**src/sv/gn3_pkg.sv**
```systemverilog
`default_nettype none
package gn3_pkg;

  localparam int FRAC_BITS_DEF = 16;
  localparam int COORD_W       = 24;
  localparam int OUT_W         = 18;
  localparam int OUT_FRAC      = 16;
  localparam int OUT_MAX       = 131071;
  localparam int OUT_MIN       = -131072;
  localparam int LATENCY       = 9;

  localparam logic [7:0] PERM [256] = '{
    8'd151,8'd160,8'd137,8'd91,8'd90,8'd15,8'd131,8'd13,
    8'd201,8'd95,8'd96,8'd53,8'd194,8'd233,8'd7,8'd225,
    8'd140,8'd36,8'd103,8'd30,8'd69,8'd142,8'd8,8'd99,
    8'd37,8'd240,8'd21,8'd10,8'd23,8'd190,8'd6,8'd148,
    8'd247,8'd120,8'd234,8'd75,8'd0,8'd26,8'd197,8'd62,
    8'd94,8'd252,8'd219,8'd203,8'd117,8'd35,8'd11,8'd32,
    8'd57,8'd177,8'd33,8'd88,8'd237,8'd149,8'd56,8'd87,
    8'd174,8'd20,8'd125,8'd136,8'd171,8'd168,8'd68,8'd175,
    8'd74,8'd165,8'd71,8'd134,8'd139,8'd48,8'd27,8'd166,
    8'd77,8'd146,8'd158,8'd231,8'd83,8'd111,8'd229,8'd122,
    8'd60,8'd211,8'd133,8'd230,8'd220,8'd105,8'd92,8'd41,
    8'd55,8'd46,8'd245,8'd40,8'd244,8'd102,8'd143,8'd54,
    8'd65,8'd25,8'd63,8'd161,8'd1,8'd216,8'd80,8'd73,
    8'd209,8'd76,8'd132,8'd187,8'd208,8'd89,8'd18,8'd169,
    8'd200,8'd196,8'd135,8'd130,8'd116,8'd188,8'd159,8'd86,
    8'd164,8'd100,8'd109,8'd198,8'd173,8'd186,8'd3,8'd64,
    8'd52,8'd217,8'd226,8'd250,8'd124,8'd123,8'd5,8'd202,
    8'd38,8'd147,8'd118,8'd126,8'd255,8'd82,8'd85,8'd212,
    8'd207,8'd206,8'd59,8'd227,8'd47,8'd16,8'd58,8'd17,
    8'd182,8'd189,8'd28,8'd42,8'd223,8'd183,8'd170,8'd213,
    8'd119,8'd248,8'd152,8'd2,8'd44,8'd154,8'd163,8'd70,
    8'd221,8'd153,8'd101,8'd155,8'd167,8'd43,8'd172,8'd9,
    8'd129,8'd22,8'd39,8'd253,8'd19,8'd98,8'd108,8'd110,
    8'd79,8'd113,8'd224,8'd232,8'd178,8'd185,8'd112,8'd104,
    8'd218,8'd246,8'd97,8'd228,8'd251,8'd34,8'd242,8'd193,
    8'd238,8'd210,8'd144,8'd12,8'd191,8'd179,8'd162,8'd241,
    8'd81,8'd51,8'd145,8'd235,8'd249,8'd14,8'd239,8'd107,
    8'd49,8'd192,8'd214,8'd31,8'd181,8'd199,8'd106,8'd157,
    8'd184,8'd84,8'd204,8'd176,8'd115,8'd121,8'd50,8'd45,
    8'd127,8'd4,8'd150,8'd254,8'd138,8'd236,8'd205,8'd93,
    8'd222,8'd114,8'd67,8'd29,8'd24,8'd72,8'd243,8'd141,
    8'd128,8'd195,8'd78,8'd66,8'd215,8'd61,8'd156,8'd180
  };

  function automatic logic [7:0] perm(input logic [7:0] idx);
    return PERM[idx];
  endfunction

endpackage
`default_nettype wire

```
**src/sv/gn3_lerp.sv**
```systemverilog
`default_nettype none
module gn3_lerp #(
  parameter int F = gn3_pkg::FRAC_BITS_DEF,
  parameter int W = gn3_pkg::FRAC_BITS_DEF + 3
) (
  input  wire logic                clk_i,
  input  wire logic [F:0]          w_i,
  input  wire logic signed [W-1:0] a_i,
  input  wire logic signed [W-1:0] b_i,
  output logic signed [W-1:0]      y_o
);
  localparam int PW = W + F + 3;
  localparam logic signed [PW-1:0] RND = PW'(1) <<< (F - 1);

  logic signed [W:0]    diff;
  logic signed [PW-1:0] prod;
  logic signed [W-1:0]  y_d, y_q;

  always_comb begin
    diff = (W+1)'(a_i) - (W+1)'(b_i);
    diff = -diff;
    prod = PW'(diff) * PW'($signed({1'b0, w_i})) + RND;
    y_d  = a_i + W'(prod >>> F);
  end

  always_ff @(posedge clk_i) begin
    y_q <= y_d;
  end

  assign y_o = y_q;
endmodule
`default_nettype wire

```
**config.mk**
```make
export PLATFORM = sky130hd
export DESIGN_NAME = gn3_lerp
export DESIGN_NICKNAME = d
export VERILOG_FILES = /design/src/sv/gn3_pkg.sv /design/src/sv/gn3_lerp.sv
export SDC_FILE = /design/constraint.sdc
export NUM_CORES = 1
export LEC_CHECK = 0
export ABC_AREA = 1
export BUFFER_PORTS_ARGS = -buffer_cell sky130_fd_sc_hd__buf_4
export CAP_MARGIN = 25
export CORE_MARGIN = 3
export CORE_UTILIZATION = 23
export CTS_CLUSTER_DIAMETER = 100
export DETAILED_ROUTE_END_ITERATION = 6
export PLACE_DENSITY_LB_ADDON = 0.05
export SLEW_MARGIN = 25
export SYNTH_ARGS = -nofsm -noshare
export SYNTH_HDL_FRONTEND = slang
export SYNTH_SLANG_ARGS = --single-unit
```
**constraint.sdc**
```tcl
create_clock -name clk_i -period 10.5 [get_ports clk_i]
set_input_delay 0 -clock clk_i [delete_from_list [all_inputs] [get_ports clk_i]]
set_output_delay 0 -clock clk_i [all_outputs]
set_load 0.1 [all_outputs]
```
# After elaboration in Yosys (flattened, before gate mapping)
# Index checks and enable logic that the tools add are counted.
[op_classes]
addsub = 4
mul = 1
[op_table]
columns = ["cell", "n"]
rows = [
  ["$add 35x17->35 const B", 1],
  ["$mul 20x18->35", 1],
  ["$neg 20->20", 1],
  ["$sub 19x19->20", 1],
  ["$add 19x19->19", 1],
]
[totals]
reg_bits = 19
input_bits = 56
output_inout_bits = 19
word_cells = 6

# Logic depth before layout (Yosys ltp)
[logic_depth]
word_depth = 5
mapped_depth = 51
depth_no_buf = 51

# Least setup slack after synthesis
# No wires, ideal clock.
[synth_timing]
path_kind = "input port to flip-flop"
startpoint = "input port a_i[7]"
endpoint = "register y_q[18], in the netlist y_o[18]"
setup_ns = 0.112
t_arrival_ns = 7.538
t_required_ns = 10.388
path_slack_ns = 2.849
stages = 39
path_buffers = 1
cell_sequence = "inv_1 -> ha_1 -> nand2_1 -> nand2_1 -> a21oi_1 -> nand3_1 -> a21oi_2 -> nor2_1 -> or3_1 -> nand2_1 -> buf_2 -> nor2_1 -> fa_1 -> inv_1 -> fa_1 -> fa_1 -> inv_1 -> fa_1 -> [3 not listed] -> inv_1 -> ha_1 -> nand2_1 -> nor4_1 -> nand3_1 -> nand3_1 -> a21oi_1 -> o21ai_0 -> xor2_1 -> inv_1 -> ha_1 -> nand2_1 -> nor3_1 -> nand2_1 -> o311ai_0 -> nand3_1 -> nand3_1 -> nand2_1"
[synth_between]
elab_chain_len = 5
[synth_rtl]
columns = ["item", "line", "source"]
rows = [
  ["start: declaration", "gn3_lerp.sv:8", "input wire logic signed [W-1:0] a_i,"],
  ["$sub 19x19->20", "gn3_lerp.sv:20", "diff = (W+1)'(a_i) - (W+1)'(b_i);"],
  ["$neg 20->20", "gn3_lerp.sv:21", "diff = -diff;"],
  ["$mul 20x18->35", "gn3_lerp.sv:22", "prod = PW'(diff) * PW'($signed({1'b0, w_i})) + RND;"],
  ["$add 35x17->35", "gn3_lerp.sv:22", ""],
  ["$add 19x19->19 *", "gn3_lerp.sv:23", "y_d = a_i + W'(prod >>> F);"],
  ["named net y_d[18]", "gn3_lerp.sv:17", "logic signed [W-1:0] y_d, y_q;"],
  ["end signal: assignment", "gn3_lerp.sv:27", "y_q <= y_d;"],
  ["end: declaration", "gn3_lerp.sv:17", ""],
]
# The timed path passes the listed nets; every way through them passes the cells marked *.

# Final worst setup path
[layout_timing]
startpoint = "input port a_i[0]"
endpoint = "register y_q[18], in the netlist y_o[18]"
# Same word-level chain as after synthesis.

==> flow_metrics.py <==
metrics = {
    "global_routing": {
        "grt_start_max_net_pins": 21,
        "grt_pass1_wl_um": 80700,
        "overflow": 0,
        "grt_pass1_vias": 12800,
        "antenna_found_initial": 0,
        "grt_usage_pct": 16.4,
    },
    "floorplan": {
        "ios": 75,
        "core_um2": 61800,
        "die_area_um2": 65700,
        "initial_core_util_pct": 23.3,
        "fp-row-count": 91,
        "die_h_um": 256,
        "die_w_um": 256,
    },
    "synthesis": {
        "synth-seq-area-share_pct": 2.64,
        "netlist_top_cells_area": "fa_1, inv_1, ha_1",
        "synth_ff_type": "dfxtp_1",
        "ys_seq_elements": 19,
        "async_reset_ff_share_pct": 0,
        "synth_area_per_cell_um2": 7.86,
        "syn_inst": 1832,
        "yosysTopAreaCell": "fa_1",
        "synthDistinctLibCells": 45,
        "synth_top_area_share_pct": 44.8,
        "syn-cell-area_um2": 14400,
        "yosys_warnings": 0,
        "synthesis.nets": 2353,
        "synth_edf_count": 0,
    },
    "timing": {
        "fmax_ghz": 0.104,
        "setup_viol": 0,
        "setup_slack_ns": 0.859,
        "period_minus_slack_ns": 9.64,
        "timing.final.crit_share_pct": 91.8,
        "setup_tns_ns": 0,
        "finalHoldViolCount": 0,
        "maxSlewHeadroom_pct": 34.8,
        "finalMaxSlewViolations": 0,
        "rsz0062_at_grt": "no",
        "tightest_slew_ns": 0.978,
    },
    "cells_and_area": {
        "fill_cells": 6968,
        "syn_to_final_growth_pct": 12.0,
        "antennaDiodeCount": 0,
        "multi_input_area_um2": 12000,
        "fin_area_um2": 16100,
        "layout-drive-gt1-share_pct": 7.32,
        "regArea_um2": 380,
        "instances_no_fill": 2735,
        "largest_reg_flops": 19,
        "nNetsFinal": 2420,
    },
    "drt": {
        "viasPerCell": 4.21,
        "wl_per_cell_um": 19.3,
        "drc_errors": 0,
        "routed_wl_um": 52800,
        "drt_iter0_markers": 513,
        "antenna_left": 0,
        "vias": 11500,
        "dr.pass1.iters": 5,
    },
    "setup_path": {
        "cp_data_required_time_ns": 10.65,
        "cp-endpoint": "y_o[18]",
        "cp-startpoint": "a_i[0]",
        "cp_data_arrival_time_ns": 9.79,
        "startpoint_type": "input port",
        "critPathCaptureType": "flop",
        "path_max_fanout": 11,
        "slowest_delay_ns": 0.54,
        "crit_type": "input port to flop",
        "cp_slowest_cell": "fa_1",
    },
    "clock_tree": {
        "cts.clk_slew.worst_paths_ns": 0.05,
        "h-tree-depth": 1,
        "cts_buffers": 3,
        "clock_path_buffers": 2,
        "clock_tree.root_cell": "clkbuf_16",
        "clock_sinks": 19,
        "cts_tree": "done",
        "cts_setup_buffers": 0,
    },
    "outcome": {
        "status": "complete, no violations",
    },
    "place": {
        "pre_cts_ws_ns": 0.806,
        "place_inst": 2730,
        "gp_congestion": 0.848,
        "dpl_cell_area_um2": 16000,
        "portBuffers": 74,
        "place_hpwl_um": 47500,
    },
    "run": {
        "cap_violations": 0,
    },
    "worst_hold_path": {
        "hp-class": "input port to flop",
    },
}
==> synth_stat cells (11+ instances only) <==
| master | number |
|---|---|
| nor2_1 | 228 |
| or2_2 | 11 |
| a21oi_1 | 69 |
| inv_1 | 498 |
| ha_1 | 143 |
| dfxtp_1 | 19 |
| xnor2_1 | 18 |
| clkbuf_1 | 27 |
| xor2_1 | 32 |
| nand3_1 | 42 |
| o21ai_0 | 32 |
| nand2_1 | 300 |
| fa_1 | 322 |
==> repair_timing <==
| action | 4_1_cts | 5_1_grt |
|---|---|---|
| gates resized for setup | 0 | 1 |
| endpoints found under the hold margin | 1 | 0 |
| setup endpoints to repair | 0 | 1 |
| hold buffers | 1 | 0 |
==> final cells by class <==
cell class                 count  area share, %
multi-input combinational   1269           74.3
inverter                     508           11.8
tap                          837           6.49
timing repair buffer          98           4.58
sequential                    19           2.36
clock buffer                   4          0.489
==> worst min path at each step <==
stage | start | to | slack (ns) | cells after the start
2_1_floorplan | a_i[0] | y_o[0] | 0.13 | 1
3_3_place_gp | a_i[0] | y_o[0] | 0.23 | 2
3_5_place_dp | a_i[0] | y_o[0] | 0.24 | 2
4_1_cts | a_i[15] | y_o[15] | 0.12 | 3
5_1_grt | a_i[15] | y_o[15] | 0.12 | 3
6_report | a_i[16] | y_o[16] | 0.11 | 3
==> routing by layer <==
layer  vias to the layer above  wire, um  GRT usage (%)  part of all wire (%)
met1                      5851     24000           21.9                    45
met5                         -         0              0                     0
met2                       177     26300           29.1                    50
met3                        30      1610           1.57                   3.1
met4                         0       924           2.39                   1.7
li1                       5464         -              -                     -
==> through the flow <==
| stage | util, % | hold slack [ns] |
|---|---|---|
| after floorplan | - | 0.130 |
| after global placement | 26.0 | 0.233 |
| after detailed placement | 26.0 | 0.236 |
| after CTS | 26.1 | 0.116 |
| after global routing | 26.1 | 0.124 |
| final | 26.1 | 0.114 |
==> layout by cell type, fill, tap and decap left out, types with 3 or more instances in the layout <==
master,n
clkbuf_16,3
o21bai_1,6
nand2_1,299
nor4_1,4
xor2_1,31
dfxtp_1,19
xor2_2,3
a21o_1,6
o21ai_1,3
nor2_1,228
a21oi_1,69
or2_2,11
nand3_1,42
nand2_2,9
inv_2,8
a31oi_1,4
buf_4,97
inv_1,498
o21ai_0,32
nor3_1,8
fa_1,322
or2_1,3
nand4_1,5
xnor2_1,17
ha_1,143
==> worst max-delay path: cells and delay by family <==
kind                     cells  cell delay, ns
AND/OR/NAND/NOR             18            3.20
adder cells (fa/ha/maj)     10            4.17
AO/OA/AOI/OAI                4            1.14
buffers and inverters        9            1.26
==> cell families (layout without fill, tap and decap cells) <==
| logic type | count (synthesis) | in the layout | synth area share [%] |
|---|---|---|---|
| compound gates | 134 | 134 | 5.26 |
| xor+xnor | 53 | 53 | 3.38 |
| fa+ha+maj | 465 | 465 | 57.2 |
| buf+inv | 544 | 610 | 14.3 |
| flops | 19 | 19 | 2.64 |
| simple gates | 617 | 617 | 17.3 |
Power is left out: the tool's default activity adds up to more than one toggle a clock period on the data nets, which glitch-free logic cannot reach.
